## config.mk

```make
export PLATFORM = sky130hd
export DESIGN_NAME = dtrb_ctrl
export DESIGN_NICKNAME = d
export VERILOG_FILES = /design/src/design/dtrb_pkg.sv /design/src/design/dtrb_ctrl.sv
export VERILOG_INCLUDE_DIRS = /design/src /design/src/design
export SDC_FILE = /design/constraint.sdc
export NUM_CORES = 1
export LEC_CHECK = 0
export ABC_AREA = 1
export ABC_CLOCK_PERIOD_IN_PS = 5100
export BUFFER_PORTS_ARGS = -buffer_cell sky130_fd_sc_hd__buf_2
export CAP_MARGIN = 20
export CORE_AREA = 2 2 118 120
export DETAILED_ROUTE_END_ITERATION = 12
export DIE_AREA = 0 0 120 122
export GPL_TIMING_DRIVEN = 0
export PLACE_DENSITY = 0.77
export SLEW_MARGIN = 10
export SYNTH_ARGS = -nofsm -noshare
export SYNTH_HDL_FRONTEND = slang
export SYNTH_SLANG_ARGS = --single-unit
export TNS_END_PERCENT = 1
```

## constraint.sdc

```tcl
create_clock -name clk -period 5.1 [get_ports clk]
set_input_delay 0.255 -clock clk [delete_from_list [all_inputs] [get_ports clk]]
set_output_delay 0.255 -clock clk [all_outputs]
set_load 0.05 [all_outputs]
```

## src/design/dma_tx_ring_buffer_assert.svh

```systemverilog
// Assertion macros used by the ring buffer control module.
`ifndef DMA_TX_RING_BUFFER_ASSERT_SVH
`define DMA_TX_RING_BUFFER_ASSERT_SVH

`ifndef SYNTHESIS
`define DTRB_ASSERT(lbl, prop, msg) \
  lbl: assert property (@(posedge clk) disable iff (!rst_n) prop) else $error(msg);
`define DTRB_ASSERT_NEVER(lbl, cond, msg) \
  lbl: assert property (@(posedge clk) disable iff (!rst_n) !(cond)) else $error(msg);
`else
`define DTRB_ASSERT(lbl, prop, msg)
`define DTRB_ASSERT_NEVER(lbl, cond, msg)
`endif

`endif

```

## src/design/dtrb_pkg.sv

```systemverilog
// Types and constants of the transmit DMA ring buffer.
package dtrb_pkg;

  localparam logic [1:0] CMD_WRITE = 2'd0;
  localparam logic [1:0] CMD_READ  = 2'd1;
  localparam logic [1:0] CMD_DONE  = 2'd2;

  localparam logic [3:0] LENGTH_LOG2_RESET = 4'd10;
  localparam logic [9:0] BLOCK_COUNT_MAX   = 10'd1023;
  localparam logic       REG_LENGTH_LOG2   = 1'b0;

  typedef struct packed {
    logic [1:0] cmd;
    logic [7:0] data_byte;
    logic       block_last;
    logic [9:0] read_offset;
  } in_t;

  typedef struct packed {
    logic        accepted;
    logic [7:0]  read_data;
    logic        launch_valid;
    logic [9:0]  launch_offset;
    logic [10:0] launch_length;
    logic [9:0]  block_accepted;
    logic [9:0]  free_space;
  } out_t;

  typedef struct packed {
    logic       clear;
    logic [3:0] length_log2;
  } cfg_ctl_t;

  typedef enum logic {
    ST_IDLE,
    ST_READ
  } state_t;

endpackage

```

## src/design/dtrb_ctrl.sv

```systemverilog
// Pointer, block and transfer control with the result register.
module dtrb_ctrl #(
  parameter int DEPTH = 1024,
  parameter int AW    = 10
) (
  input  logic               clk,
  input  logic               rst_n,
  input  dtrb_pkg::cfg_ctl_t cfg_ctl,
  input  logic               in_valid,
  output logic               in_ready,
  input  dtrb_pkg::in_t      in_data,
  output logic               out_valid,
  input  logic               out_ready,
  output dtrb_pkg::out_t     out_data,
  output logic               mem_we,
  output logic               mem_re,
  output logic [AW-1:0]      mem_addr,
  output logic [7:0]         mem_wdata,
  input  logic [7:0]         mem_rdata
);
  import dtrb_pkg::*;

  localparam int LOG_MAX = $clog2(DEPTH + 1) - 1;

  state_t        st_r, st_nxt;
  logic [AW-1:0] wp_r, wp_nxt;
  logic [AW-1:0] rp_r, rp_nxt;
  logic [9:0]    bc_r, bc_nxt;
  logic [10:0]   infl_r, infl_nxt;
  logic          out_valid_r, out_valid_nxt;
  out_t          out_r, out_nxt;

  logic [4:0]    ll_eff;
  logic [AW-1:0] mask;
  logic [AW:0]   len;
  logic          in_fire;
  logic [AW-1:0] free_now;
  logic [9:0]    reported;
  logic          do_launch;
  logic [AW:0]   n;
  out_t          res;

  always_comb begin
    ll_eff = {1'b0, cfg_ctl.length_log2};
    if (ll_eff < 5'd1) begin
      ll_eff = 5'd1;
    end
    if (ll_eff > 5'(LOG_MAX)) begin
      ll_eff = 5'(LOG_MAX);
    end
  end

  assign mask = ~({AW{1'b1}} << ll_eff);
  assign len  = {{AW{1'b0}}, 1'b1} << ll_eff;

  assign in_ready = (st_r == ST_IDLE) && (!out_valid_r || out_ready);
  assign in_fire  = in_valid && in_ready;

  always_comb begin
    st_nxt        = st_r;
    wp_nxt        = wp_r;
    rp_nxt        = rp_r;
    bc_nxt        = bc_r;
    infl_nxt      = infl_r;
    out_valid_nxt = out_valid_r && !out_ready;
    out_nxt       = out_r;
    reported      = bc_r;
    do_launch     = 1'b0;
    n             = '0;
    free_now      = (rp_r - wp_r - AW'(1)) & mask;
    res           = '0;
    mem_we        = 1'b0;
    mem_re        = 1'b0;
    mem_addr      = wp_r;
    mem_wdata     = in_data.data_byte;
    unique case (st_r)
      ST_IDLE: begin
        if (in_fire) begin
          case (in_data.cmd)
            CMD_WRITE: begin
              if (free_now != '0) begin
                mem_we       = 1'b1;
                wp_nxt       = (wp_r + AW'(1)) & mask;
                res.accepted = 1'b1;
                if (bc_r != BLOCK_COUNT_MAX) begin
                  bc_nxt = bc_r + 10'd1;
                end
              end
              reported = bc_nxt;
              if (in_data.block_last) begin
                bc_nxt = '0;
                if (infl_r == '0 && wp_nxt != rp_nxt) begin
                  do_launch = 1'b1;
                end
              end
            end
            CMD_READ: begin
              mem_re   = 1'b1;
              mem_addr = AW'(in_data.read_offset) & mask;
              st_nxt   = ST_READ;
            end
            CMD_DONE: begin
              if (infl_r != '0) begin
                rp_nxt = (rp_r + AW'(infl_r)) & mask;
                if (wp_nxt != rp_nxt) begin
                  do_launch = 1'b1;
                end else begin
                  infl_nxt = '0;
                end
              end
            end
            default: begin
            end
          endcase
          if (do_launch) begin
            if (wp_nxt > rp_nxt) begin
              n = {1'b0, wp_nxt} - {1'b0, rp_nxt};
            end else begin
              n = len - {1'b0, rp_nxt};
            end
            infl_nxt          = 11'(n);
            res.launch_valid  = 1'b1;
            res.launch_offset = 10'(rp_nxt);
            res.launch_length = 11'(n);
          end
        end
      end
      ST_READ: begin
        res.read_data = mem_rdata;
        st_nxt        = ST_IDLE;
      end
      default: begin
        st_nxt = ST_IDLE;
      end
    endcase
    res.block_accepted = reported;
    res.free_space     = 10'((rp_nxt - wp_nxt - AW'(1)) & mask);
    if ((in_fire && in_data.cmd != CMD_READ) || st_r == ST_READ) begin
      out_valid_nxt = 1'b1;
      out_nxt       = res;
    end
    if (cfg_ctl.clear) begin
      wp_nxt   = '0;
      rp_nxt   = '0;
      bc_nxt   = '0;
      infl_nxt = '0;
    end
  end

  always_ff @(posedge clk) begin
    if (!rst_n) begin
      st_r        <= ST_IDLE;
      wp_r        <= '0;
      rp_r        <= '0;
      bc_r        <= '0;
      infl_r      <= '0;
      out_valid_r <= 1'b0;
    end else begin
      st_r        <= st_nxt;
      wp_r        <= wp_nxt;
      rp_r        <= rp_nxt;
      bc_r        <= bc_nxt;
      infl_r      <= infl_nxt;
      out_valid_r <= out_valid_nxt;
    end
  end

  always_ff @(posedge clk) begin
    out_r <= out_nxt;
  end

  assign out_valid = out_valid_r;
  assign out_data  = out_r;

`include "dma_tx_ring_buffer_assert.svh"

  `DTRB_ASSERT(a_read_slot_free, st_r == ST_READ |-> !out_valid_r, "Result slot busy on read.")
  `DTRB_ASSERT(a_read_enters_wait, in_fire && in_data.cmd == CMD_READ |=> st_r == ST_READ, "Read beat did not wait for memory.")
  `DTRB_ASSERT(a_inflight_has_data, infl_r != '0 |-> wp_r != rp_r, "Transfer running on an empty ring.")
  `DTRB_ASSERT_NEVER(a_no_busy_write, mem_we && st_r == ST_READ, "Memory written while a read is pending.")

endmodule

```

Word level (Yosys, flattened, before mapping)
Index checks and enable logic that the tools add are counted.
{"block": "totals", "reg_bits": 94, "input_bits": 38, "elab_cells": 112}
{"block": "classes", "n_addsub": 9, "order_cmp": 3, "n_eq_ne": 7, "n_shift": 2, "mux": 48, "bitwise": 10, "n_reduce_logical": 20}
{"op": "2-to-1 mux 10 bit", "count": 24}
{"op": "2-to-1 mux 11 bit", "count": 5}
{"op": "bitwise AND 10 bit", "count": 5}
{"op": "2-to-1 mux 22 bit", "count": 1}
{"op": "adder 10 x 1 -> 10 bit (second input constant)", "count": 2}
{"op": "inequality test 10 bit", "count": 2}
{"op": "subtractor 10 x 1 -> 10 bit (second input constant)", "count": 2}
{"op": "subtractor 10 bit", "count": 2}
{"op": "2-to-1 mux 1 bit", "count": 14}
{"op": "zero test 11 bit", "count": 1}
{"op": "nonzero test 11 bit", "count": 1}
{"op": "<< shifter 1 x 5 -> 11 bit (first input constant)", "count": 1}
{"op": "subtractor 10 x 10 -> 11 bit", "count": 1}
{"op": "subtractor 11 x 10 -> 11 bit", "count": 1}
{"op": "adder 10 bit", "count": 1}
{"op": "> comparator 10 bit", "count": 1}
{"op": "inequality test 10 bit (second input constant)", "count": 1}
{"op": "inverter 10 bit", "count": 1}
{"op": "nonzero test 10 bit", "count": 1}
{"op": "<< shifter 10 x 5 -> 10 bit (first input constant)", "count": 1}
{"op": "2-to-1 mux 4 bit", "count": 2}
{"op": "> comparator 5 x 4 -> 1 bit (second input constant)", "count": 1}
{"op": "logical AND 1 bit", "count": 5}
{"op": "AND reduction 5 bit", "count": 1}
{"op": "other kinds (13)", "count": 22}

Depth between registers and ports, before layout
{"block": "depth", "depth_word": 21, "mapped_depth": 40}

Least setup slack after synthesis
OpenSTA, ideal clock, no wires.
{"block": "synth_timing", "kind": "reg-to-reg", "from": "reg out_valid_r, in the netlist out_valid", "to": "reg out_r, in the netlist out_data[9], data pin", "setup_ns": 0.254, "arrival_time_ns": 4.416, "required_time_ns": 4.846, "slack_ns": 0.430, "path_stages_with_launch": 23, "period_less_slack_ns": 4.670, "path_cell_list": "dfxtp_1 -> nand2_1 -> inv_1 -> nor2_1 -> nand2_1 -> nor2_1 -> clkinv_1 -> nor2_1 -> o22ai_1 -> ha_1 -> inv_1 -> nor2_1 -> nor2_1 -> nor2_1 -> nor2_1 -> nor2_1 -> nor2_1 -> inv_1 -> nand2_1 -> nand2_1 -> a21oi_1 -> xor2_1 -> nor2_1"}
{"element": "start, declared", "line_no": "dtrb_ctrl.sv:30", "rtl": "logic out_valid_r, out_valid_nxt;"}
{"element": "start signal, assigned", "line_no": "dtrb_ctrl.sv:164", "rtl": "out_valid_r <= out_valid_nxt;"}
{"element": "end signal, assigned", "line_no": "dtrb_ctrl.sv:169", "rtl": "out_r <= out_nxt;"}
{"element": "end, declared", "line_no": "dtrb_ctrl.sv:31", "rtl": "out_t out_r, out_nxt;"}

Worst setup path in the final report
{"block": "layout_timing", "from": "reg wp_r[0]", "to": "reg out_r, in the netlist out_data[22], data pin"}
{"block": "layout_between", "elab_chain_len": 17}
{"element": "start, declared", "line_no": "dtrb_ctrl.sv:26", "rtl": "logic [AW-1:0] wp_r, wp_nxt;"}
{"element": "start signal, assigned", "line_no": "dtrb_ctrl.sv:160", "rtl": "wp_r <= wp_nxt;"}
{"element": "subtractor 10 bit", "line_no": "dtrb_ctrl.sv:70", "rtl": "free_now = (rp_r - wp_r - AW'(1)) & mask;"}
{"element": "subtractor 10 x 1 -> 10 bit", "line_no": "dtrb_ctrl.sv:70"}
{"element": "bitwise AND 10 bit", "line_no": "dtrb_ctrl.sv:70"}
{"element": "nonzero test 10 bit", "line_no": "dtrb_ctrl.sv:81", "rtl": "if (free_now != '0) begin"}
{"element": "2-to-1 mux 10 bit", "line_no": "dtrb_ctrl.sv:81"}
{"element": "2-to-1 mux 10 bit", "line_no": "dtrb_ctrl.sv:79", "rtl": "case (in_data.cmd)"}
{"element": "2-to-1 mux 10 bit", "line_no": "dtrb_ctrl.sv:78", "rtl": "if (in_fire) begin"}
{"element": "2-to-1 mux 10 bit", "line_no": "dtrb_ctrl.sv:76", "rtl": "unique case (st_r)"}
{"element": "inequality test 10 bit", "line_no": "dtrb_ctrl.sv:92", "rtl": "if (infl_r == '0 && wp_nxt != rp_nxt) begin"}
{"element": "logical AND 1 bit", "line_no": "dtrb_ctrl.sv:92"}
{"element": "2-to-1 mux 1 bit", "line_no": "dtrb_ctrl.sv:92"}
{"element": "2-to-1 mux 1 bit", "line_no": "dtrb_ctrl.sv:90", "rtl": "if (in_data.block_last) begin"}
{"element": "one-hot mux 1 bit (2 select lines)", "line_no": "dtrb_ctrl.sv:79"}
{"element": "2-to-1 mux 1 bit", "line_no": "dtrb_ctrl.sv:78"}
{"element": "2-to-1 mux 1 bit", "line_no": "dtrb_ctrl.sv:76"}
{"element": "inverter 1 bit (no line)"}
{"element": "OR reduction 3 bit (no line)"}
Several ways; a longest one is shown, not always the timed one. The select of a mux whose other input is x is not followed.
A chain may end at the register's enable or synchronous reset.

==> summary.txt <==
Run status
  – Outcome: finished clean

Global routing
  – M3 GR Usage: 0.0538
  – GRT Util Overall: 0.267
  – Routing usage on met2: 0.429
  – Busiest grt layer: met2
  – Antenna violations before repair: 0
  – Largest net degree at the start of global routing: 53
  – Congestion Overflow GR: 0
  – Grt met1 use: 0.341
  – Vias in the first global route: 6215
  – Global-route wire length before repair: 30300 µm

Drt
  – Avg WL per Cell: approximately 15 µm
  – DR pass1 iterations: 5
  – Routed via count: roughly 7000
  – Final WL: between 15000 and 20000 µm
  – Final ANT Viol Nets: 0
  – Initial drt markers: ~480
  – Post-route DRC: 0
  – Via/cell ratio: around 5.3

Placement
  – Gpl congestion: roughly 0.95
  – I/O Buffers: between 100 and 150
  – Hpwl dp: approximately 15000 µm
  – Placed cell count: 1311

Synth
  – Yosys warning count: 0
  – EDFF count, synth: 51
  – Cell variety after synth: 48
  – Synthesized area: 7230 µm²
  – Flops & latches, synth: 94
  – Cells after synthesis: between 1000 and 1500
  – Ys async rst share: 0
  – Sequential area share after synthesis: 0.331
  – Syn_nets: approximately 1100
  – Syn_area_per_cell: about 7.0 µm²
  – Primary FF master, synth: edfxtp_1

Critical path
  – Worst EP arrival: 4.92 ns
  – R2r startpoint: wp_r[0]
  – CP Max Fanout: 10
  – Stages on worst setup path: 30
  – CP dominant cell by count: nand2_1
  – Worst Setup Path Type: reg2reg
  – Crit path buffers/inverters: 5
  – Crit Reg-Reg Endpoint: out_data[22]
  – Delay-heaviest family, CP: simple AND/OR/NAND/NOR gates
  – R2R Setup Slk: around 0.29 ns
  – CP max-delay cell: dfxtp_4
  – Crit path largest cell delay: about 0.42 ns
  – WP data required: around 5.2 ns
  – CP Launch Point: wp_r[0]
  – Worst Setup EP: out_data[22]
  – Nature of the critical path startpoint: register
  – Reg2Reg Depth: 30
  – Crit end category: register

Final layout
  – Net count, final: roughly 1200
  – Final non-filler cell total: around 1300
  – Most frequent cells in the layout: 235 x nand2_1, 158 x inv_1, 104 x buf_2
  – Commonest non-fill, non-tap cell in the layout: nand2_1
  – Area growth syn-to-layout: 16.4%
  – N_diodes: 0
  – Final core occ: 0.623
  – Layout cell share with drive strength beyond 1: 0.175

STA
  – Slew Limit Fails: 0
  – Final hold viol count: 0
  – Skew final: between 0.015 and 0.02 ns
  – Minimum clock period after layout: 4.81 ns
  – RSZ-0062 raised after global routing: yes
  – Rel. slew slack: 0.451
  – Setup violators final: 0
  – Period utilization: 0.944
  – Fmax: 208 MHz
  – Least-Margin Pin Slew: approximately 0.80 ns
  – Final hold slack: 0.148 ns

Power
  – Pwr/cell area: roughly 250 nW/µm²
  – Peak supply drop: 126 µV
  – P_leak: between 4 and 5 nW

Die
  – Die width: about 120 µm
  – IO Pins: approximately 110
  – Initial Util: 0.535
  – Row count: 43
  – Die Ht: roughly 120 µm
  – Die ar.: 14600 µm²
  – Core footprint: between 10000 and 15000 µm²

CTS
  – # H-tree levels: 3
  – Root Buffer: clkbuf_16
  – # hold bufs at CTS: 0
  – CTS Buf Count: 9
  – Bufs on Longest Clock Path: 2
  – Worst-Skew Late Latency: roughly 0.36 ns
  – Clock Sinks: 94
  – Clock-pin slew on the worst setup and hold paths: about 0.070 ns
  – CTS tree: done

Hold path
  – Min-Delay Path Class: in2reg

Flow run
  – Max-capacitance violation count: 0
what timing repair did:
action / CTS / global route
resized for setup: 9 / 24
setup buffers: 0 / 10
setup endpoints to repair: 22 / 24
pin swaps: 0 / 3
hold endpoints to repair: 0 / 0
sequential cells by signal (all words and copies together) (netlist names):
register	cells
bc_r	10
infl_r	11
rp_r	10
out_data	51
wp_r	10
out_valid	1
st_r	1
final cells by class:
| class | count | area (µm²) |
|---|---|---|
| repair buffers | 113 | 591 |
| plain buffers | 32 | 189 |
| flip-flops and latches | 94 | 2400 |
| multi-input cells | 732 | 4090 |
| well taps | 180 | 225 |
| inverters | 170 | 662 |
| clock buffers | 10 | 229 |
| fillers | 1262 | 5090 |
| clock inverters | 6 | 37.5 |
worst min-delay path: stages:
cell and delay, ns:
buf_2 0.09, o21ai_0 0.07, inv_1 0.05
cells in the mapped netlist (3+ instances only):
master,count,share of area
clkbuf_1,18,0.0093
o22ai_1,4,0.0035
buf_4,9,0.0093
nor2_1,97,0.050
a31oi_1,3,0.0026
dfxtp_1,43,0.12
a21o_1,3,0.0031
inv_2,4,0.0021
nand2_4,3,0.0047
a211oi_1,8,0.0083
or2_2,7,0.0061
clkinv_1,6,0.0031
nand2_2,16,0.014
nand2_1,237,0.12
nand3_1,71,0.049
a21oi_1,64,0.044
ha_1,49,0.085
o21ai_0,78,0.054
nor3_1,14,0.0097
inv_1,160,0.083
nand3b_1,4,0.0042
o21ai_2,4,0.0048
nand4_1,9,0.0078
fa_1,5,0.014
xor2_1,26,0.031
edfxtp_1,51,0.21
xnor2_1,7,0.0085
logic make-up (layout without fill, tap and decap cells):
logic type	Yosys count	count (layout)	synth area share
other cells	1	1	0.000519
xor+xnor	33	33	0.0400
fa+ha+maj	54	54	0.0986
compound gates	173	173	0.130
simple gates	469	469	0.284
mux	2	2	0.00277
buf+inv	202	331	0.113
flops	94	94	0.331
how the worst min path moves through the flow:
stage	startpoint	slack (ns)	cells after the start	to
after floorplan	rst_n	0.38	2	out_valid
after global placement	infl_r[0]	0.48	2	infl_r[0]
after detailed placement	infl_r[0]	0.48	2	infl_r[0]
after CTS	rst_n	0.14	3	out_valid
after global routing	rst_n	0.15	3	out_valid
final	rst_n	0.15	3	out_valid
metal layers:
layer | wire length, µm | share of wire
met3 | 1430 | 0.073
met5 | 0 | 0
met4 | 762 | 0.039
met1 | 8510 | 0.43
met2 | 8860 | 0.45
per-stage QoR:
step	total power [mW]	setup TNS (ns)	setup WS [ns]	cell area, µm²
2_1_floorplan	1.35	0	0.430	7230
6_report	2.14	0	0.285	8420
3_5_place_dp	1.50	-9.85	-0.552	7980
3_3_place_gp	1.49	-8.30	-0.477	7970
5_1_grt	2.24	-0.0310	-0.0178	8420
4_1_cts	2.12	0	0.0133	8260
power by group:
part           internal (mW)  total [mW]  switching (mW)
clock                  0.329       0.627           0.298
sequential             0.840       0.855          0.0148
combinational          0.198       0.657           0.459
total                   1.37        2.14           0.771
(Power assumes the default switching activity.)
