===== config.mk =====
export PLATFORM = sky130hd
export DESIGN_NAME = dtrb_cfg
export DESIGN_NICKNAME = d
export VERILOG_FILES = /design/src/design/dma_tx_ring_buffer_assert.svh /design/src/design/dtrb_pkg.sv /design/src/design/dtrb_cfg.sv
export SDC_FILE = /design/constraint.sdc
export NUM_CORES = 1
export LEC_CHECK = 0
export ABC_CLOCK_PERIOD_IN_PS = 1300
export BUFFER_PORTS_ARGS = -buffer_cell sky130_fd_sc_hd__buf_2
export CORE_MARGIN = 2
export CORE_UTILIZATION = 29
export CTS_BUF_LIST = sky130_fd_sc_hd__clkbuf_8
export CTS_CLUSTER_SIZE = 8
export DETAILED_ROUTE_END_ITERATION = 10
export HOLD_SLACK_MARGIN = 0.08
export PLACE_DENSITY = 0.86
export SYNTH_ARGS = -nofsm -noshare
export SYNTH_HDL_FRONTEND = slang
export SYNTH_SLANG_ARGS = --single-unit

===== constraint.sdc =====
create_clock -name clk -period 1.3 [get_ports clk]
set_input_delay 0.26 -clock clk [delete_from_list [all_inputs] [get_ports clk]]
set_output_delay 0.26 -clock clk [all_outputs]
set_load 0.05 [all_outputs]

===== src/design/dma_tx_ring_buffer_assert.svh =====
// Assertion macros used by the ring buffer control module.
`ifndef DMA_TX_RING_BUFFER_ASSERT_SVH
`define DMA_TX_RING_BUFFER_ASSERT_SVH

`ifndef SYNTHESIS
`define DTRB_ASSERT(lbl, prop, msg) \
  lbl: assert property (@(posedge clk) disable iff (!rst_n) prop) else $error(msg);
`define DTRB_ASSERT_NEVER(lbl, cond, msg) \
  lbl: assert property (@(posedge clk) disable iff (!rst_n) !(cond)) else $error(msg);
`else
`define DTRB_ASSERT(lbl, prop, msg)
`define DTRB_ASSERT_NEVER(lbl, cond, msg)
`endif

`endif


===== src/design/dtrb_pkg.sv =====
// Types and constants of the transmit DMA ring buffer.
package dtrb_pkg;

  localparam logic [1:0] CMD_WRITE = 2'd0;
  localparam logic [1:0] CMD_READ  = 2'd1;
  localparam logic [1:0] CMD_DONE  = 2'd2;

  localparam logic [3:0] LENGTH_LOG2_RESET = 4'd10;
  localparam logic [9:0] BLOCK_COUNT_MAX   = 10'd1023;
  localparam logic       REG_LENGTH_LOG2   = 1'b0;

  typedef struct packed {
    logic [1:0] cmd;
    logic [7:0] data_byte;
    logic       block_last;
    logic [9:0] read_offset;
  } in_t;

  typedef struct packed {
    logic        accepted;
    logic [7:0]  read_data;
    logic        launch_valid;
    logic [9:0]  launch_offset;
    logic [10:0] launch_length;
    logic [9:0]  block_accepted;
    logic [9:0]  free_space;
  } out_t;

  typedef struct packed {
    logic       clear;
    logic [3:0] length_log2;
  } cfg_ctl_t;

  typedef enum logic {
    ST_IDLE,
    ST_READ
  } state_t;

endpackage


===== src/design/dtrb_cfg.sv =====
// APB-style configuration register holding the ring length exponent.
module dtrb_cfg (
  input  logic               clk,
  input  logic               rst_n,
  input  logic               psel,
  input  logic               penable,
  input  logic               pwrite,
  input  logic [2:0]         paddr,
  input  logic [31:0]        pwdata,
  output logic [31:0]        prdata,
  output logic               pready,
  output dtrb_pkg::cfg_ctl_t cfg_ctl
);
  import dtrb_pkg::*;

  logic [3:0] length_log2_r;
  logic [3:0] length_log2_nxt;
  logic       wr_hit;

  assign pready = 1'b1;
  assign wr_hit = psel && penable && pwrite && pready && (paddr[2] == REG_LENGTH_LOG2);

  always_comb begin
    length_log2_nxt = length_log2_r;
    if (wr_hit) begin
      length_log2_nxt = pwdata[3:0];
    end
  end

  always_ff @(posedge clk) begin
    if (!rst_n) begin
      length_log2_r <= LENGTH_LOG2_RESET;
    end else begin
      length_log2_r <= length_log2_nxt;
    end
  end

  assign prdata = (paddr[2] == REG_LENGTH_LOG2) ? {28'd0, length_log2_r} : 32'd0;

  assign cfg_ctl.clear       = wr_hit;
  assign cfg_ctl.length_log2 = length_log2_nxt;

endmodule


Word-level counts from Yosys, hierarchy flattened
Index checks and enable logic that the tools add are counted.

word-level totals
  latch bits = 0
  output and inout bits = 38
  memories kept = 0
  memory bits (writable) = 0
  bits of input ports = 40
  memory bits (read-only) = 0
  register bits = 4

operators by class
  multiply operators = 0
  order comparisons = 0
  eq/ne operators = 0
  reduce and logical (&&, ||, !) cells = 3
  add/subtract/negate cells = 0
  multiplexer cells = 2
  bitwise logic cells = 1
  divide/modulo/power cells = 0
  shift operators = 0

operators by type and width
  cell               count
  two-way mux 4 bit  2
  logical AND 1 bit  3
  NOT 1 bit          1

Logic depth before layout (Yosys ltp)
Gate-level depths: netlist of the first run.

  word-level depth = 4
  gate-level depth with buffers = 3
  mapped depth without buffers = 2

Worst setup path after synthesis of the first run
OpenSTA, ideal clock, no wires.

  path kind = input -> output
  from = input paddr[2]
  to = output cfg_ctl[0] in the netlist's numbering
  path buffers = 1
  cell stages on the path = 3
  slack = 0.009 ns
  data arrival time = 1.031 ns
  cell sequence = and4b_1 buf_6 mux2_4

RTL lines
  what             line            text
  start, declared  dtrb_cfg.sv:8   input logic [2:0] paddr,
  end, declared    dtrb_cfg.sv:12  output dtrb_pkg::cfg_ctl_t cfg_ctl

==> flow_summary.json, run 1 <==
{
  "reg2reg_depth": 2,
  "drtPass1Iterations": 2,
  "largest_register": "length_log2_r",
  "fmax_mhz": 673,
  "drc": 0,
  "largestRegisters": "length_log2_r (4)",
  "yosysSeqAreaShare_pct": 15.7,
  "endpoint_kind": "primary output",
  "required_ns": 1.04,
  "via_count": 375,
  "powerDensity_nw_per_um2": 1060,
  "drv_cap": 0,
  "worst_slack_ns": -0.186,
  "die_w_um": 45.9,
  "worstHoldPathType": "in2reg",
  "antenna_found_initial": 0,
  "status": "finished, violations left",
  "finalHoldViolCount": 0,
  "ys_warn_count": 0,
  "overflow": 0,
  "placedCellCount": 92,
  "synth-seq-cells": 4,
  "timing.setup.tns_ns": -0.798,
  "clock_skew_ns": 0,
  "drt_wl_total_um": 872,
  "critPathArrivalTime_ns": 1.23,
  "rsz0062_at_grt": "true",
  "fin_crit_sh_pct": 114,
  "dpl_cell_area_sq_um": 508,
  "r2r_setup_slack_ns": 0.69,
  "insertion_delay_ns": 0.21,
  "final_cells": 100,
  "n_antenna_cell": 0,
  "final_nets": 125,
  "io-pin-count": 78,
  "numPortBuffers": 18,
  "dieArea_sq_um": 2110,
  "p_leak_nw": 0.356,
  "cts_tree": "built",
  "num_rows": 15,
  "whs_ns": 0.314,
  "dp_hpwl_um": 668,
  "cts_made_buffers": 3,
  "min_period_ns": 1.49,
  "root_buffer": "clkbuf_8",
  "vias_per_cell": 3.75,
  "largest_reg_flops": 4,
  "clkTransAtPathRegs_ns": 0.03,
  "grt_first_pass_wirelength_mm": 1.21,
  "syn_area_sq_um": 509,
  "htreeDepth": 1,
  "start_kind": "primary input",
  "ant_nets": 0,
  "dp_slack_ns": -0.271,
  "syn2layout_area_growth_pct": 26.5,
  "grt_pass1_vias": 316,
  "slew_viol_final": 0,
  "fin_util_pct": 38.1,
  "clock-sinks": 4,
  "drtIter0Drc": 2,
  "fin_area_sq_um": 644,
  "finalPower_mw": 0.682,
  "ir_worst_vdd_v": 0.000306,
  "die_h_um": 45.9,
  "core_sq_um": 1690,
  "violations": "negative setup slack",
  "setup_viol": 5,
  "path_max_fanout": 3,
  "syn_inst": 58,
  "critPathKind": "in2out",
  "syn_avg_cell_area_sq_um": 8.78,
  "grt_max_degree": 9,
  "gp_congestion": 0.596,
  "grtUsageTotal_pct": 8.59,
  "clk_path_buf_depth": 2,
  "min_path_cells": 3,
  "synthDistinctLibCells": 10,
  "drive_above_1_share_pct": 45.8,
  "wl_per_cell_um": 8.72,
  "start_util_pct": 30.1,
  "ctsHoldBuffers": 0
}
-- cell type report --
type,instances,area [sq um]
Timing Repair Buffer,26,206
Tap cell,17,21.3
Multi-Input combinational cell,50,295
Sequential cell,4,80.1
Clock buffer,3,41.3
Fill cell,179,1040
-- cell usage after synthesis, drive strengths merged --
| master | instances | area share [%] |
|---|---|---|
| and2b | 4 | 6.9 |
| and4b | 1 | 2.0 |
| buf | 31 | 46 |
| conb | 2 | 1.5 |
| dfxtp | 4 | 16 |
| mux2 | 4 | 12 |
| mux2i | 4 | 7.9 |
| nand2 | 4 | 2.9 |
| nor2b | 4 | 4.9 |
-- cell families (layout without fill, tap and decap cells) --
| group | Yosys count | after routing | share of synthesized area (%) |
|---|---|---|---|
| buffers and inverters | 31 | 29 | 46.4 |
| AND/OR/NAND/NOR | 13 | 13 | 16.7 |
| multiplexers | 8 | 8 | 19.7 |
| flip-flops | 4 | 4 | 15.7 |
| other | 2 | 29 | 1.47 |
-- critical path, stage by stage --
cell and delay, ns:
buf_6 0.09, and4b_2 0.30, buf_6 0.12, mux2_4 0.30
buf_8 0.15
-- final timing paths --
check                                endpoint                        start
setup / recovery                   cfg_ctl[3]                     paddr[2]
setup reg to reg  length_log2_r[3]$_SDFF_PN1_  length_log2_r[3]$_SDFF_PN1_
hold / removal    length_log2_r[2]$_SDFF_PN0_                    pwdata[2]
hold reg to reg   length_log2_r[0]$_SDFF_PN0_  length_log2_r[0]$_SDFF_PN0_
-- placed cells by master, fill, tap and decap left out --
| cell type | synthesis | layout |
|---|---|---|
| and2b_2 | 4 | 4 |
| nand2_1 | 4 | 4 |
| clkbuf_8 | 0 | 3 |
| nor2b_1 | 4 | 4 |
| buf_6 | 1 | 7 |
| mux2_4 | 4 | 4 |
| mux2i_1 | 4 | 4 |
| conb_1 | 2 | 29 |
| buf_2 | 0 | 12 |
| and4b_2 | 0 | 1 |
| dfxtp_1 | 4 | 4 |
| buf_4 | 30 | 5 |
| buf_8 | 0 | 2 |
-- power by group --
| group | internal, mW | switching, mW | leakage [nW] |
|---|---|---|---|
| clock | 0.197 | 0.0600 | 0.0216 |
| combinational | 0.0536 | 0.243 | 0.302 |
| sequential | 0.126 | 0.00199 | 0.0325 |
-- routing by layer --
metal	up-vias	share of wire, %	global-route usage (%)
li1	173	-	-
met1	173	32	6.60
met2	27	56	16.1
met3	2	11	4.76
met4	0	1.6	5.14
met5	-	0	0
-- what timing repair did --
action / in CTS / in global routing
pin swaps: 0 / 1
gates resized for setup: 15 / 2
endpoints found under the setup margin: 5 / 5
buffers inserted: 2 / 3
Note: power is estimated with default switching activity, not from simulation.
==> inputs of run 2 (changes only) <==
--- a/config.mk
+++ b/config.mk
@@ -5,7 +5,7 @@
 export SDC_FILE = /design/constraint.sdc
 export NUM_CORES = 1
 export LEC_CHECK = 0
-export ABC_CLOCK_PERIOD_IN_PS = 1300
+export ABC_CLOCK_PERIOD_IN_PS = 1400
 export BUFFER_PORTS_ARGS = -buffer_cell sky130_fd_sc_hd__buf_2
 export CORE_MARGIN = 2
 export CORE_UTILIZATION = 29
==> constraint.sdc (replaced) <==
create_clock -name clk -period 1.4 [get_ports clk]
set_input_delay 0.28 -clock clk [delete_from_list [all_inputs] [get_ports clk]]
set_output_delay 0.28 -clock clk [all_outputs]
set_load 0.05 [all_outputs]
==> run 2 against run 1 <==
  * The run still ends with negative setup slack left
  * Worst hold slack improved by 0.020 ns
  * Final cell count decreased by 3.0%
  * Utilization decreased by 1.8 points
  * Clock-buffer cell count unchanged
  * Setup slack improved by 0.059 ns
  * Critical path depth unchanged
  * Highest routed layer unchanged
==> flow_summary.json, run 2 (synthesized netlist as in run 1, its figures left out) <==
{
  "dp_hpwl_um": 668,
  "dieArea_sq_um": 2110,
  "ant_nets": 0,
  "gp_congestion": 0.596,
  "critPathMaxStageDelay_ns": 0.30,
  "drt_wl_total_um": 844,
  "grt_pass1_vias": 316,
  "grt_first_pass_wirelength_mm": 1.21,
  "rsz0062_at_grt": "true",
  "ctsHoldBuffers": 0,
  "syn2layout_area_growth_pct": 20.6,
  "whs_ns": 0.334,
  "vias_per_cell": 3.74,
  "clkTransAtPathRegs_ns": 0.03,
  "numPortBuffers": 18,
  "critPathMostFrequentCell": "buf_6",
  "critPathKind": "in2out",
  "worst_slack_ns": -0.127,
  "grtUsageTotal_pct": 8.59,
  "start_kind": "primary input",
  "wl_per_cell_um": 8.70,
  "drive_above_1_share_pct": 43.8,
  "switching_power_mw": 0.283,
  "dpl_cell_area_sq_um": 508,
  "grt_max_degree": 9,
  "min_path_cells": 3,
  "via_count": 363,
  "fmax_mhz": 655,
  "drtIter0Drc": 2,
  "overflow": 0,
  "required_ns": 1.12,
  "p_comb_share_pct": 43.1,
  "root_buffer": "clkbuf_8",
  "p_int_mw": 0.347,
  "num_rows": 15,
  "min_period_ns": 1.53,
  "drtPass1Iterations": 2,
  "power_frac_seq_pct": 19.0,
  "n_antenna_cell": 0,
  "worstHoldPathType": "in2reg",
  "dp_slack_ns": -0.211,
  "antenna_found_initial": 0,
  "clock-sinks": 4,
  "status": "finished, violations left",
  "cts_made_buffers": 3,
  "largestRegisters": "length_log2_r (4)",
  "htreeDepth": 1,
  "slowest_stage": "and4b_2",
  "ir_worst_vdd_v": 0.000284,
  "clock_skew_ns": 0,
  "path_max_fanout": 3,
  "drc": 0,
  "p_clk_share_pct": 37.9,
  "final_cell_mix": "conb_1 (29), buf_2 (12), buf_6 (7)",
  "r2r-end": "length_log2_r[3]$_SDFF_PN1_",
  "clk_path_buf_depth": 2,
  "hp-start": "pwdata[2]",
  "setup_viol": 4,
  "swShare_pct": 44.9,
  "fillers": 179,
  "p_leak_nw": 0.338,
  "finalHoldViolCount": 0,
  "path_buf_inv": 3,
  "fin_area_sq_um": 614,
  "slew_viol_final": 0,
  "start_util_pct": 30.1,
  "placedCellCount": 92,
  "critPathArrivalTime_ns": 1.25,
  "final_nets": 122,
  "insertion_delay_ns": 0.21,
  "endpoint_kind": "primary output",
  "violations": "negative setup slack",
  "layout_commonest_cell": "conb_1",
  "largest_reg_flops": 4,
  "crit_chain": "buf_6 > and4b_2 > buf_6 > mux2_4 > buf_8",
  "reg2reg_depth": 2,
  "hold_path_end": "length_log2_r[2]$_SDFF_PN0_",
  "largest_register": "length_log2_r",
  "fin_crit_sh_pct": 109,
  "r2r_setup_slack_ns": 0.79,
  "cts_tree": "built",
  "powerDensity_nw_per_um2": 1020,
  "io-pin-count": 78,
  "die_w_um": 45.9,
  "drv_cap": 0,
  "cp_top_family": "buffers and inverters",
  "core_sq_um": 1690,
  "final_cells": 97,
  "die_h_um": 45.9,
  "reg2reg_from": "length_log2_r[3]$_SDFF_PN1_"
}
run 2: cell count changes in the layout (fill, tap and decap cells not counted):
cell | previous run | this run
buf_8 | 2 | 1
buf_4 | 5 | 3
run 2: worst max path at each step:
stage                     startpoint          to  cells after the start
after global routing        paddr[2]  cfg_ctl[3]                      5
final                       paddr[2]  cfg_ctl[3]                      5
after CTS                   paddr[2]  cfg_ctl[3]                      5
after detailed placement    paddr[2]  cfg_ctl[3]                      5
after floorplan             paddr[2]  cfg_ctl[0]                      3
after global placement      paddr[2]  cfg_ctl[1]                      5
run 2: area by class of cell:
class | count | area [sq um] | share of cell area (%)
Timing Repair Buffer | 23 | 176 | 28.7
Clock buffer | 3 | 41.3 | 6.72
Multi-Input combinational cell | 50 | 295 | 48.1
Tap cell | 17 | 21.3 | 3.46
Sequential cell | 4 | 80.1 | 13.0
run 2: power by group through the flow:
stage               Clock, mW  Sequential (mW)  Combinational, mW
floorplan                   0            0.120              0.292
global placement            0            0.121              0.254
detailed placement          0            0.121              0.256
CTS                     0.242            0.119              0.270
global route            0.249            0.120              0.283
finish                  0.239            0.119              0.271
run 2: through the flow:
stage	setup TNS (ns)	power, mW	utilization, %
3_5_place_dp	-0.814	0.377	30.1
6_report	-0.489	0.629	36.4
3_3_place_gp	-0.720	0.374	30.1
2_1_floorplan	0	0.412	-
4_1_cts	-0.552	0.631	36.3
5_1_grt	-0.594	0.652	36.4
run 2: tightest hold or removal path, stage by stage:
cell and delay (ns):
buf_2 0.11, nand2_1 0.05, mux2i_1 0.06
run 2: metal layers:
layer	vias up	track usage, %	wire length, um
li1	167	-	-
met1	167	6.60	272
met2	27	16.1	464
met3	2	4.76	93
met4	0	5.14	14
met5	-	0	0
run 2: what timing repair did:
action	CTS	global route
gates resized for setup	14	1
setup buffers	2	0
endpoints found under the setup margin	4	5
==> inputs of run 3 (changes only) <==
--- a/config.mk
+++ b/config.mk
@@ -5,15 +5,15 @@
 export SDC_FILE = /design/constraint.sdc
 export NUM_CORES = 1
 export LEC_CHECK = 0
-export ABC_CLOCK_PERIOD_IN_PS = 1400
+export ABC_CLOCK_PERIOD_IN_PS = 1300
 export BUFFER_PORTS_ARGS = -buffer_cell sky130_fd_sc_hd__buf_2
 export CORE_MARGIN = 2
-export CORE_UTILIZATION = 29
+export CORE_UTILIZATION = 26
 export CTS_BUF_LIST = sky130_fd_sc_hd__clkbuf_8
 export CTS_CLUSTER_SIZE = 8
 export DETAILED_ROUTE_END_ITERATION = 10
 export HOLD_SLACK_MARGIN = 0.08
-export PLACE_DENSITY = 0.86
+export PLACE_DENSITY = 0.81
 export SYNTH_ARGS = -nofsm -noshare
 export SYNTH_HDL_FRONTEND = slang
 export SYNTH_SLANG_ARGS = --single-unit
==> constraint.sdc (replaced) <==
create_clock -name clk -period 1.3 [get_ports clk]
set_input_delay 0.26 -clock clk [delete_from_list [all_inputs] [get_ports clk]]
set_output_delay 0.26 -clock clk [all_outputs]
set_load 0.05 [all_outputs]
==> run 3 against run 2 <==
  * The flow still finishes with violations (negative setup slack)
  * Clock skew unchanged
  * Setup slack got worse by 0.051 ns
  * Final cell count increased by 11%
  * Clock-buffer cell count unchanged
  * Worst hold slack got worse by 0.017 ns
  * Register-to-register slack got worse by 0.12 ns
  * Utilization decreased by 2.6 points
  * Sequential cell count unchanged
  * First-iteration DRC count decreased by 100%
  * Non-clock buffer count increased by 1
  * Final area increased by 4.5%
  * Highest routed layer is now met3
  * Largest power group unchanged
==> flow_summary.json, run 3 (synthesized netlist as in run 1, its figures left out) <==
{
  "seqCellArea_sq_um": 80.1,
  "dp_slack_ns": -0.243,
  "critPathArrivalTime_ns": 1.22,
  "fmax_mhz": 676,
  "dieArea_sq_um": 2330,
  "wl_per_cell_um": 7.61,
  "worstHoldPathType": "in2reg",
  "fin_crit_sh_pct": 114,
  "io-pin-count": 78,
  "final_cell_mix": "conb_1 (29), buf_2 (12), buf_6 (5)",
  "fin_area_sq_um": 642,
  "insertion_delay_ns": 0.21,
  "syn2layout_area_growth_pct": 26.0,
  "clk_path_buf_depth": 2,
  "die_h_um": 48.3,
  "start_util_pct": 26.8,
  "required_ns": 1.04,
  "cts_made_buffers": 3,
  "worst_slack_ns": -0.178,
  "finalHoldViolCount": 0,
  "setup_viol": 4,
  "via_count": 350,
  "drc": 0,
  "cts_tree": "built",
  "grtUsageTotal_pct": 6.19,
  "root_buffer": "clkbuf_8",
  "ir_worst_vdd_v": 0.000435,
  "whs_ns": 0.318,
  "antenna_found_initial": 0,
  "fillers": 205,
  "ctsHoldBuffers": 0,
  "vias_per_cell": 3.24,
  "final_nets": 123,
  "htreeDepth": 1,
  "clock-sinks": 4,
  "slew_viol_final": 0,
  "dp_hpwl_um": 702,
  "drv_cap": 0,
  "rsz0062_at_grt": "true",
  "drive_above_1_share_pct": 44.4,
  "status": "finished, violations left",
  "powerDensity_nw_per_um2": 1050,
  "p_leak_nw": 0.346,
  "largest_reg_flops": 4,
  "numPortBuffers": 18,
  "grt_pass1_vias": 270,
  "critPathMaxStageDelay_ns": 0.30,
  "grt_max_degree": 9,
  "die_w_um": 48.3,
  "drtIter0Drc": 0,
  "dpl_cell_area_sq_um": 528,
  "ant_nets": 0,
  "critPathMostFrequentCell": "buf_6",
  "multiInputGateArea_sq_um": 295,
  "grt_first_pass_wirelength_um": 952,
  "drt_wl_total_um": 822,
  "clock_skew_ns": 0,
  "overflow": 0,
  "path_max_fanout": 3,
  "num_rows": 16,
  "critPathKind": "in2out",
  "drtPass1Iterations": 1,
  "gp_congestion": 0.590,
  "endpoint_kind": "primary output",
  "min_period_ns": 1.48,
  "largestRegisters": "length_log2_r (4)",
  "core_sq_um": 1900,
  "layout_commonest_cell": "conb_1",
  "violations": "negative setup slack",
  "start_kind": "primary input",
  "n_antenna_cell": 0,
  "clkTransAtPathRegs_ns": 0.03,
  "slowest_stage": "mux2_4",
  "crit_chain": "buf_6 > and4b_2 > buf_6 > mux2_4 > buf_8",
  "largest_register": "length_log2_r"
}
==> run 3: stage by stage <==
step	cells	setup TNS, ns	utilization [%]	power [mW]
3_3_place_gp	103	-1.02	27.8	0.405
3_5_place_dp	103	-1.04	27.8	0.407
4_1_cts	107	-0.752	33.1	0.678
2_1_floorplan	85	0	-	0.443
6_report	108	-0.693	33.8	0.676
5_1_grt	108	-0.837	33.8	0.710
==> run 3: timing repair <==
action,in CTS,in global routing
cloned,0,0
pin swaps,0,0
setup buffers,1,1
setup endpoints to repair,5,5
gates resized for setup,15,2
==> run 3: path summary, 6_finish.rpt <==
kind | start | end | slack [ns] | cells past startpoint
max | paddr[2] | cfg_ctl[1] | -0.18 | 5
min reg2reg | length_log2_r[0]$_SDFF_PN0_ | length_log2_r[0]$_SDFF_PN0_ | 0.47 | 2
min | pwdata[2] | length_log2_r[2]$_SDFF_PN0_ | 0.32 | 3
max reg2reg | length_log2_r[1]$_SDFF_PN1_ | length_log2_r[1]$_SDFF_PN1_ | 0.67 | 2
==> run 3: power breakdown <==
group          leakage [nW]  switching [mW]  internal (mW)
sequential           0.0325         0.00196          0.126
combinational         0.292           0.242         0.0521
clock                0.0216          0.0562          0.197
total                 0.346           0.301          0.375
==> run 3: metal layers <==
| layer | share of wire (%) | GRT usage [%] |
|---|---|---|
| met1 | 28 | 4.22 |
| met4 | 0 | 3.24 |
| met3 | 9.7 | 3.33 |
| met5 | 0 | 0 |
| met2 | 62 | 12.6 |
==> run 3: layout make-up <==
type,count,area share (%)
Sequential cell,4,12.5
Timing Repair Buffer,24,29.8
Tap cell,27,5.26
Multi-Input combinational cell,50,46.0
Clock buffer,3,6.43
==> run 3: worst max-delay path, delay by kind of cell <==
| family | cells | cell delay [ns] |
|---|---|---|
| buffers and inverters | 3 | 0.36 |
| multiplexers | 1 | 0.30 |
| AND/OR/NAND/NOR | 1 | 0.29 |
